--- src/assert_macros.svh ---
`ifndef ASSERT_MACROS_SVH
`define ASSERT_MACROS_SVH

// same-cycle implication
`define ASSERT_IMPL(name, ck, rs, ante, cons) \
  name: assert property (@(posedge ck) disable iff (rs) (ante) |-> (cons)) \
    else $error("assertion failed: same-cycle implication");

// next-cycle implication
`define ASSERT_NEXT(name, ck, rs, ante, cons) \
  name: assert property (@(posedge ck) disable iff (rs) (ante) |=> (cons)) \
    else $error("assertion failed: next-cycle implication");

`endif

--- src/dpd_pkg.sv ---
`default_nettype none

package dpd_pkg;

  localparam int MAG_BITS = 29;
  localparam int INV_BITS = 24;
  localparam int PROD_BITS = MAG_BITS + INV_BITS;
  localparam int M_BITS = 40;
  localparam int HALF_BITS = 20;
  localparam int PART_BITS = 49;
  localparam int SUM_BITS = 69;
  localparam int FRAC_BITS = 24;
  localparam int Q_BITS = SUM_BITS - FRAC_BITS;
  localparam int XY_BITS = 33;
  localparam int WIDTH_REG_BITS = 13;
  localparam int FRAME_REG_BITS = 25;
  localparam int ROW_BITS = 24;
  localparam int PIX_BITS = 24;
  localparam int CFG_DATA_BITS = 25;
  localparam int CFG_INDEX_BITS = 3;

  localparam logic [Q_BITS-1:0] XY_LIMIT = 45'd4294836225;

  localparam logic [CFG_INDEX_BITS-1:0] REG_CENTER_X = 3'd0;
  localparam logic [CFG_INDEX_BITS-1:0] REG_CENTER_Y = 3'd1;
  localparam logic [CFG_INDEX_BITS-1:0] REG_INV_FX = 3'd2;
  localparam logic [CFG_INDEX_BITS-1:0] REG_INV_FY = 3'd3;
  localparam logic [CFG_INDEX_BITS-1:0] REG_WIDTH = 3'd4;
  localparam logic [CFG_INDEX_BITS-1:0] REG_FRAME = 3'd5;
  localparam logic [CFG_INDEX_BITS-1:0] REG_REVERSE = 3'd6;
  localparam logic [CFG_INDEX_BITS-1:0] REG_COLOR_EN = 3'd7;

  typedef enum logic [2:0] {
    OP_NONE,
    OP_MUL_M,
    OP_MUL_LO,
    OP_MUL_HI,
    OP_SUM,
    OP_SAT
  } dp_op_t;

  typedef struct packed {
    logic   accept;
    dp_op_t op;
    logic   axis;
    logic   load;
  } ctl_cmd_t;

endpackage

`default_nettype wire

--- src/depth_pixel_deprojection.sv ---
// pixels are taken one at a time: a new pixel is accepted only after the last one has
// been loaded into the output register; each axis runs three products on the shared
// 29x24 multiplier, then a sum and a saturation
// the result register holds one finished point, so the next pixel computes while it waits
// reset (rst, synchronous, active high) clears counters, state and output valid,
// and sets registers to their defaults
`default_nettype none

`include "assert_macros.svh"

module depth_pixel_deprojection #(
  parameter int COLUMN_BITS = 12
) (
  input  wire logic          clk,
  input  wire logic          rst,
  input  wire logic          cfg_we,
  input  wire logic [2:0]    cfg_index,
  input  wire logic [24:0]   cfg_data,
  input  wire logic          s_tvalid,
  output logic               s_tready,
  // depth, color byte 0, color byte 1, color byte 2
  input  wire logic [39:0]   s_tdata,
  output logic               m_tvalid,
  input  wire logic          m_tready,
  // point_x_q4, point_y_q4, point_z_mm, color_word, zero fill
  output logic [111:0]       m_tdata,
  // frame_end
  output logic               m_tlast
);

  dpd_pkg::ctl_cmd_t cmd;
  logic              out_free;

  dpd_ctrl u_ctrl (
    .clk      (clk),
    .rst      (rst),
    .s_tvalid (s_tvalid),
    .s_tready (s_tready),
    .out_free (out_free),
    .cmd      (cmd)
  );

  dpd_datapath #(
    .COLUMN_BITS (COLUMN_BITS)
  ) u_datapath (
    .clk       (clk),
    .rst       (rst),
    .cfg_we    (cfg_we),
    .cfg_index (cfg_index),
    .cfg_data  (cfg_data),
    .s_tdata   (s_tdata),
    .cmd       (cmd),
    .out_free  (out_free),
    .m_tvalid  (m_tvalid),
    .m_tready  (m_tready),
    .m_tdata   (m_tdata),
    .m_tlast   (m_tlast)
  );

  `ASSERT_NEXT(a_busy_after_accept, clk, rst, s_tvalid && s_tready, !s_tready)
  `ASSERT_IMPL(a_load_into_free_slot, clk, rst, cmd.load, !m_tvalid || m_tready)
  `ASSERT_IMPL(a_valid_from_load, clk, rst, $rose(m_tvalid), $past(cmd.load))

endmodule

`default_nettype wire

--- src/dpd_ctrl.sv ---
`default_nettype none

module dpd_ctrl (
  input  wire logic              clk,
  input  wire logic              rst,
  input  wire logic              s_tvalid,
  output logic                   s_tready,
  input  wire logic              out_free,
  output dpd_pkg::ctl_cmd_t      cmd
);

  typedef enum logic [2:0] {
    S_IDLE,
    S_MUL_M,
    S_MUL_LO,
    S_MUL_HI,
    S_SUM,
    S_SAT,
    S_LOAD
  } state_t;

  state_t state;
  logic   axis;

  always_ff @(posedge clk) begin
    if (rst) begin
      state <= S_IDLE;
      axis <= 1'b0;
    end else begin
      unique case (state)
        S_IDLE: begin
          if (s_tvalid) begin
            state <= S_MUL_M;
            axis <= 1'b0;
          end
        end
        S_MUL_M: state <= S_MUL_LO;
        S_MUL_LO: state <= S_MUL_HI;
        S_MUL_HI: state <= S_SUM;
        S_SUM: state <= S_SAT;
        S_SAT: begin
          if (axis) begin
            state <= S_LOAD;
          end else begin
            state <= S_MUL_M;
            axis <= 1'b1;
          end
        end
        S_LOAD: begin
          if (out_free) begin
            state <= S_IDLE;
          end
        end
        default: state <= S_IDLE;
      endcase
    end
  end

  assign s_tready = (state == S_IDLE);

  always_comb begin
    cmd.accept = (state == S_IDLE) && s_tvalid;
    cmd.axis = axis;
    cmd.load = (state == S_LOAD) && out_free;
    unique case (state)
      S_MUL_M: cmd.op = dpd_pkg::OP_MUL_M;
      S_MUL_LO: cmd.op = dpd_pkg::OP_MUL_LO;
      S_MUL_HI: cmd.op = dpd_pkg::OP_MUL_HI;
      S_SUM: cmd.op = dpd_pkg::OP_SUM;
      S_SAT: cmd.op = dpd_pkg::OP_SAT;
      default: cmd.op = dpd_pkg::OP_NONE;
    endcase
  end

endmodule

`default_nettype wire

--- src/dpd_datapath.sv ---
`default_nettype none

module dpd_datapath #(
  parameter int COLUMN_BITS = 12
) (
  input  wire logic                                clk,
  input  wire logic                                rst,
  input  wire logic                                cfg_we,
  input  wire logic [dpd_pkg::CFG_INDEX_BITS-1:0]  cfg_index,
  input  wire logic [dpd_pkg::CFG_DATA_BITS-1:0]   cfg_data,
  input  wire logic [39:0]                         s_tdata,
  input  wire dpd_pkg::ctl_cmd_t                   cmd,
  output logic                                     out_free,
  output logic                                     m_tvalid,
  input  wire logic                                m_tready,
  output logic [111:0]                             m_tdata,
  output logic                                     m_tlast
);

  localparam int CMP_BITS = (COLUMN_BITS + 1 > dpd_pkg::WIDTH_REG_BITS) ?
                            COLUMN_BITS + 1 : dpd_pkg::WIDTH_REG_BITS;

  // configuration
  logic [15:0]                          center_x;
  logic [15:0]                          center_y;
  logic [dpd_pkg::INV_BITS-1:0]         inv_fx;
  logic [dpd_pkg::INV_BITS-1:0]         inv_fy;
  logic [dpd_pkg::WIDTH_REG_BITS-1:0]   image_width;
  logic [dpd_pkg::FRAME_REG_BITS-1:0]   frame_pixels;
  logic                                 reverse_order;
  logic                                 color_en;

  // position counters
  logic [COLUMN_BITS-1:0]               col;
  logic [dpd_pkg::ROW_BITS-1:0]         row;
  logic [dpd_pkg::PIX_BITS-1:0]         pix;

  // current item
  logic [15:0]                          depth_r;
  logic [23:0]                          color_r;
  logic                                 last_r;
  logic [dpd_pkg::MAG_BITS-1:0]         mag_x;
  logic [dpd_pkg::MAG_BITS-1:0]         mag_y;
  logic                                 neg_x;
  logic                                 neg_y;

  // arithmetic pipeline registers
  logic [dpd_pkg::M_BITS-1:0]           m_r;
  logic [dpd_pkg::PART_BITS-1:0]        plo_r;
  logic [dpd_pkg::PART_BITS-1:0]        phi_r;
  logic [dpd_pkg::Q_BITS-1:0]           q_r;
  logic [dpd_pkg::XY_BITS-1:0]          res_x;
  logic [dpd_pkg::XY_BITS-1:0]          res_y;

  // output register
  logic [dpd_pkg::XY_BITS-1:0]          x_o;
  logic [dpd_pkg::XY_BITS-1:0]          y_o;
  logic [15:0]                          z_o;
  logic [23:0]                          color_o;

  logic [CMP_BITS-1:0]                  col_inc;
  logic                                 col_wrap;
  logic [dpd_pkg::FRAME_REG_BITS-1:0]   pix_inc;
  logic                                 frame_last;
  logic [dpd_pkg::MAG_BITS-1:0]         ax;
  logic [dpd_pkg::MAG_BITS-1:0]         ay;
  logic [dpd_pkg::MAG_BITS-1:0]         cxe;
  logic [dpd_pkg::MAG_BITS-1:0]         cye;
  logic                                 neg_x_next;
  logic                                 neg_y_next;
  logic [dpd_pkg::MAG_BITS-1:0]         mag_x_next;
  logic [dpd_pkg::MAG_BITS-1:0]         mag_y_next;
  logic [23:0]                          color_next;

  logic [dpd_pkg::MAG_BITS-1:0]         mul_a;
  logic [dpd_pkg::INV_BITS-1:0]         mul_b;
  logic [dpd_pkg::PROD_BITS-1:0]        product;
  logic                                 neg_sel;
  logic [dpd_pkg::SUM_BITS-1:0]         full_sum;
  logic [dpd_pkg::Q_BITS-1:0]           q_next;
  logic [dpd_pkg::XY_BITS-1:0]          sat_mag;
  logic [dpd_pkg::XY_BITS-1:0]          sat_val;

  always_ff @(posedge clk) begin
    if (rst) begin
      center_x <= '0;
      center_y <= '0;
      inv_fx <= '0;
      inv_fy <= '0;
      image_width <= 13'd640;
      frame_pixels <= 25'd307200;
      reverse_order <= 1'b0;
      color_en <= 1'b1;
    end else if (cfg_we) begin
      unique case (cfg_index)
        dpd_pkg::REG_CENTER_X: center_x <= cfg_data[15:0];
        dpd_pkg::REG_CENTER_Y: center_y <= cfg_data[15:0];
        dpd_pkg::REG_INV_FX: inv_fx <= cfg_data[dpd_pkg::INV_BITS-1:0];
        dpd_pkg::REG_INV_FY: inv_fy <= cfg_data[dpd_pkg::INV_BITS-1:0];
        dpd_pkg::REG_WIDTH: image_width <= cfg_data[dpd_pkg::WIDTH_REG_BITS-1:0];
        dpd_pkg::REG_FRAME: frame_pixels <= cfg_data;
        dpd_pkg::REG_REVERSE: reverse_order <= cfg_data[0];
        dpd_pkg::REG_COLOR_EN: color_en <= cfg_data[0];
        default: ;
      endcase
    end
  end

  // wrap tests; an all-ones counter also covers widths above the counter range
  always_comb begin
    col_inc = CMP_BITS'(col) + CMP_BITS'(1);
    col_wrap = (col_inc >= CMP_BITS'(image_width)) || (&col);
    pix_inc = dpd_pkg::FRAME_REG_BITS'(pix) + dpd_pkg::FRAME_REG_BITS'(1);
    frame_last = (pix_inc >= frame_pixels) || (&pix);
  end

  always_comb begin
    ax = dpd_pkg::MAG_BITS'({col, 4'b0000});
    ay = dpd_pkg::MAG_BITS'({row, 4'b0000});
    cxe = dpd_pkg::MAG_BITS'(center_x);
    cye = dpd_pkg::MAG_BITS'(center_y);
    neg_x_next = cxe > ax;
    neg_y_next = cye > ay;
    mag_x_next = neg_x_next ? cxe - ax : ax - cxe;
    mag_y_next = neg_y_next ? cye - ay : ay - cye;
    if (!color_en) begin
      color_next = '0;
    end else if (reverse_order) begin
      color_next = {s_tdata[23:16], s_tdata[31:24], s_tdata[39:32]};
    end else begin
      color_next = s_tdata[39:16];
    end
  end

  always_ff @(posedge clk) begin
    if (rst) begin
      col <= '0;
      row <= '0;
      pix <= '0;
    end else if (cmd.accept) begin
      if (frame_last) begin
        col <= '0;
        row <= '0;
        pix <= '0;
      end else begin
        pix <= pix + dpd_pkg::PIX_BITS'(1);
        if (col_wrap) begin
          col <= '0;
          row <= row + dpd_pkg::ROW_BITS'(1);
        end else begin
          col <= col + COLUMN_BITS'(1);
        end
      end
    end
  end

  always_ff @(posedge clk) begin
    if (cmd.accept) begin
      depth_r <= s_tdata[15:0];
      color_r <= color_next;
      last_r <= frame_last;
      mag_x <= mag_x_next;
      mag_y <= mag_y_next;
      neg_x <= neg_x_next;
      neg_y <= neg_y_next;
    end
  end

  // shared multiplier
  always_comb begin
    mul_a = cmd.axis ? mag_y : mag_x;
    mul_b = '0;
    case (cmd.op)
      dpd_pkg::OP_MUL_M: begin
        mul_a = dpd_pkg::MAG_BITS'(depth_r);
        mul_b = cmd.axis ? inv_fy : inv_fx;
      end
      dpd_pkg::OP_MUL_LO: mul_b = dpd_pkg::INV_BITS'(m_r[dpd_pkg::HALF_BITS-1:0]);
      dpd_pkg::OP_MUL_HI: mul_b = dpd_pkg::INV_BITS'(m_r[dpd_pkg::M_BITS-1:dpd_pkg::HALF_BITS]);
      default: mul_b = '0;
    endcase
  end

  assign product = dpd_pkg::PROD_BITS'(mul_a) * dpd_pkg::PROD_BITS'(mul_b);

  // floor for negative offsets means rounding the magnitude up
  always_comb begin
    neg_sel = cmd.axis ? neg_y : neg_x;
    full_sum = {phi_r, {dpd_pkg::HALF_BITS{1'b0}}} + dpd_pkg::SUM_BITS'(plo_r);
    q_next = full_sum[dpd_pkg::SUM_BITS-1:dpd_pkg::FRAC_BITS] +
             dpd_pkg::Q_BITS'(neg_sel && (|full_sum[dpd_pkg::FRAC_BITS-1:0]));
    sat_mag = (q_r > dpd_pkg::XY_LIMIT) ? dpd_pkg::XY_LIMIT[dpd_pkg::XY_BITS-1:0] :
                                           q_r[dpd_pkg::XY_BITS-1:0];
    sat_val = neg_sel ? (~sat_mag + dpd_pkg::XY_BITS'(1)) : sat_mag;
  end

  always_ff @(posedge clk) begin
    case (cmd.op)
      dpd_pkg::OP_MUL_M: m_r <= product[dpd_pkg::M_BITS-1:0];
      dpd_pkg::OP_MUL_LO: plo_r <= product[dpd_pkg::PART_BITS-1:0];
      dpd_pkg::OP_MUL_HI: phi_r <= product[dpd_pkg::PART_BITS-1:0];
      dpd_pkg::OP_SUM: q_r <= q_next;
      dpd_pkg::OP_SAT: begin
        if (cmd.axis) begin
          res_y <= sat_val;
        end else begin
          res_x <= sat_val;
        end
      end
      default: ;
    endcase
  end

  always_ff @(posedge clk) begin
    if (rst) begin
      m_tvalid <= 1'b0;
    end else if (cmd.load) begin
      m_tvalid <= 1'b1;
    end else if (m_tready) begin
      m_tvalid <= 1'b0;
    end
  end

  always_ff @(posedge clk) begin
    if (cmd.load) begin
      x_o <= res_x;
      y_o <= res_y;
      z_o <= depth_r;
      color_o <= color_r;
      m_tlast <= last_r;
    end
  end

  assign out_free = !m_tvalid || m_tready;
  assign m_tdata = {6'b000000, color_o, z_o, y_o, x_o};

endmodule

`default_nettype wire

--- config.mk ---
export PLATFORM = sky130hd
export DESIGN_NAME = depth_pixel_deprojection
export DESIGN_NICKNAME = d
export VERILOG_FILES = /design/src/dpd_pkg.sv /design/src/depth_pixel_deprojection.sv /design/src/dpd_ctrl.sv /design/src/dpd_datapath.sv
export VERILOG_INCLUDE_DIRS = /design/src /design/src/src
export SDC_FILE = /design/constraint.sdc
export NUM_CORES = 2
export LEC_CHECK = 0
export BUFFER_PORTS_ARGS = -buffer_cell sky130_fd_sc_hd__buf_2
export CORE_MARGIN = 2
export CORE_UTILIZATION = 50
export CTS_CLUSTER_SIZE = 40
export DETAILED_ROUTE_END_ITERATION = 16
export PLACE_DENSITY = 0.67
export SYNTH_ARGS = -nofsm -noshare
export SYNTH_HDL_FRONTEND = slang
export SYNTH_SLANG_ARGS = --single-unit
--- constraint.sdc ---
create_clock -name clk -period 25.1 [get_ports clk]
set_input_delay 2.51 -clock clk [delete_from_list [all_inputs] [get_ports clk]]
set_output_delay 2.51 -clock clk [all_outputs]
set_load 0.02 [all_outputs]
==> results.yml <==
run_status:
  status: "finished, violations left"
  violations: "capacitance limit, slew limit"
logic_synthesis:
  synth_ff_type: "edfxtp_1"
  async_flop_share: 0
  synth_area_um2: 51400
  syn_inst: 5324
  yosysSeqAreaShare: 0.332
  synth_area_per_cell_um2: 9.66
  synth-edff-count: 445
  ys_types: 98
  ys_warn_count: 0
  ys_seq_elements: 630
setup_path:
  arrival_ps: 10910
  max_stage_delay_ps: 690
  r2r-start: "u_ctrl.state[0]$_SDFFE_PP0P_"
  cpMostUsedCell: "fa_1"
  rrSetupSlack_ps: 14510
  r2r_end: "u_datapath.plo_r[37]$_DFFE_PN_"
  crit_end: "u_datapath.plo_r[37]$_DFFE_PN_"
  cp-end-kind: "register"
  cp.required_ps: 25420
  crit_type: "register to register"
  path_max_fanout: 62
  crit_path_start: "u_ctrl.state[0]$_SDFFE_PP0P_"
  start_kind: "register"
  reg2reg_depth: 28
  cp_slowest_cell: "buf_4"
layout:
  register_area_um2: 17100
  nFillCells: 9126
  multiInputGateArea_um2: 30800
  syn2layout_area_growth_pct: 9.42
  layout-drive-gt1-share: 0.0788
  stdcell_count: 6878
  final_nets: 6390
global_routing:
  grt_overflow_total: 0
  grt_max_degree: 81
  grt_pass1_wl_um: 230000
  grt_usage: 0.285
  grt_antenna_before_repair: 7
  grt_pass1_vias: 38455
timing:
  rsz0062_at_grt: "no"
  worstMarginPinSlew_ps: 1500
  maxSlewViolCount: 11
  fin_crit_sh: 0.422
  finalClockSkew_ps: 63.2
  relSlewSlack: -0.00308
  tns_ps: 0
  fmax_mhz: 94.4
  final-setup-viol-count: 0
  hold_viol_final: 0
  finalCriticalPeriod_ps: 10590
detailed_routing:
  drt_iter0_drc: 3593
  ant_nets: 0
  wl_per_cell_um: 21.8
  num_vias: 38833
  dr.pass1.iters: 6
  vias_per_cell: 5.65
  drc: 0
  wl_um: 150000
place:
  post-place-cells: 6745
  dp_hpwl_um: 114000
  place_congestion: 1.01
  port-buffer-count: 181
hold_path:
  min_path_type: "register to register"
  min_from: "u_datapath.res_y[21]$_DFFE_PP_"
floorplanning:
  ioPinCount: 188
  fp.coreArea_um2: 102000
  rows: 117
  start_util: 0.505
  die_area_um2: 105000
  die_w_um: 325
  die_h_um: 325
pwr:
  ir_worst_vdd_mv: 0.0733
  leakage_nw: 24.0
  powerDensity_nw_per_um2: 86.3
  design_power_total_mw: 4.86
clocking:
  tritoncts: "built"
  cts.sinks: 630
  cts.path.max_buffers: 3
  path_clk_slew_ps: 60
  numCtsBuffers: 71
  ctsRootBufferMaster: "clkbuf_16"
  cts_max_level: 3
  cts.hold.buffers_added: 0
  cts_setup_buffers: 0
  clk_latency_ps: 660
  cts_resized: 0
job:
  cap_violations: 2
[kinds of logic after synthesis]
kind of cell,Yosys count,share of synthesized area
DFF,630,0.332
AOI/OAI and AO/OA,797,0.0977
and+or+nand+nor,1731,0.148
adders and majority gates,867,0.297
other,2,0.000146
xor gates and xnor gates,209,0.0357
muxes,71,0.0140
buffers and inverters,1017,0.0752
[stage by stage]
step                 util  setup slack [ps]  instance area, um^2  hold slack, ps
floorplan               -             14450                51600             400
global placement    0.529             14810                53900             400
detailed placement  0.529             14760                53900             405
CTS                 0.552             14650                56300             418
global route        0.552             13970                56300             422
finish              0.552             14510                56300             416
[worst min-delay path by stage]
| stage | endpoint | slack, ps | cells past startpoint |
|---|---|---|---|
| 4_1_cts | u_datapath.y_o[21]$_DFFE_PP_ | 420 | 0 |
| 3_5_place_dp | u_datapath.color_o[14]$_DFFE_PP_ | 400 | 0 |
| 2_1_floorplan | u_datapath.color_o[0]$_DFFE_PP_ | 400 | 0 |
| 6_report | u_datapath.y_o[21]$_DFFE_PP_ | 420 | 0 |
| 5_1_grt | u_datapath.y_o[28]$_DFFE_PP_ | 420 | 0 |
| 3_3_place_gp | u_datapath.y_o[27]$_DFFE_PP_ | 400 | 0 |
[final cells by class]
type                    instances  share of cell area
diodes                          4            0.000178
clock buffers                  92              0.0346
clock inverters                37             0.00738
inverters                     772              0.0515
multi-input cells            3723               0.547
flip-flops and latches        630               0.303
well taps                    1368              0.0304
repair buffers                252              0.0256
[layer usage]
layer / part of all wire / track usage / up-vias
li1: - / - / 17560
met1: 0.40 / 0.386 / 19176
met2: 0.46 / 0.454 / 1760
met3: 0.095 / 0.0590 / 331
met4: 0.041 / 0.107 / 6
met5: 0.00023 / 0 / -
[state kept, by name, summed over array words and instances, names as in the netlist, 17 cells and up]
name and flops:
u_datapath.mag_y 29, u_datapath.y_o 33, u_datapath.m_r 40, u_datapath.q_r 45, u_datapath.frame_pixels 25, u_datapath.color_o 24, u_datapath.color_r 24, u_datapath.res_x 33
u_datapath.plo_r 49, u_datapath.row 24, u_datapath.phi_r 49, u_datapath.pix 24, u_datapath.inv_fx 24, u_datapath.res_y 33, u_datapath.inv_fy 24, u_datapath.mag_x 17
u_datapath.x_o 33
[cells in the mapped netlist (all sizes together), types with 12 or more instances]
| master | n | area, um^2 |
|---|---|---|
| a211oi | 31 | 268 |
| a21o | 96 | 721 |
| a21oi | 342 | 1730 |
| a31oi | 16 | 100 |
| and2 | 49 | 307 |
| and3 | 25 | 156 |
| buf | 31 | 165 |
| clkbuf | 214 | 805 |
| dfxtp | 185 | 3700 |
| edfxtp | 445 | 13400 |
| fa | 590 | 11800 |
| ha | 277 | 3470 |
| inv | 772 | 2900 |
| mux2i | 65 | 651 |
| nand2 | 771 | 2900 |
| nand2b | 34 | 213 |
| nand3 | 77 | 385 |
| nand3b | 18 | 135 |
| nand4 | 39 | 244 |
| nor2 | 511 | 1920 |
| nor2b | 35 | 219 |
| nor3 | 58 | 323 |
| nor4 | 28 | 203 |
| o211ai | 30 | 235 |
| o21a | 17 | 128 |
| o21ai | 126 | 642 |
| o21bai | 17 | 131 |
| o311ai | 15 | 139 |
| o31ai | 17 | 133 |
| or2 | 12 | 75.1 |
| or3 | 35 | 224 |
| xnor2 | 142 | 1240 |
| xor2 | 67 | 594 |
[layout by cell type (no fill, tap or decap), types with 115 or more instances in the layout]
cell type,count
a21oi_1,329
buf_2,180
dfxtp_1,184
edfxtp_1,445
fa_1,590
ha_1,277
inv_1,771
nand2_1,770
nor2_1,509
o21ai_0,115
xnor2_1,142
[worst max-delay path, delay by kind of cell, from the launching register on]
kind                       cells  cell delay (ps)
AOI/OAI and AO/OA              7             2100
DFF                            1              310
xor gates and xnor gates       1              510
buffers and inverters          7             1690
adders and majority gates      8             3910
and+or+nand+nor                5             1680
[power by group]
part	switching (mW)	leakage, nW	internal (mW)
clock network	0.446	1.15	0.599
registers	0.0441	5.58	1.36
logic	1.61	17.3	0.805
total	2.10	24.0	2.76
No activity file was read; power rests on OpenSTA's default activity.
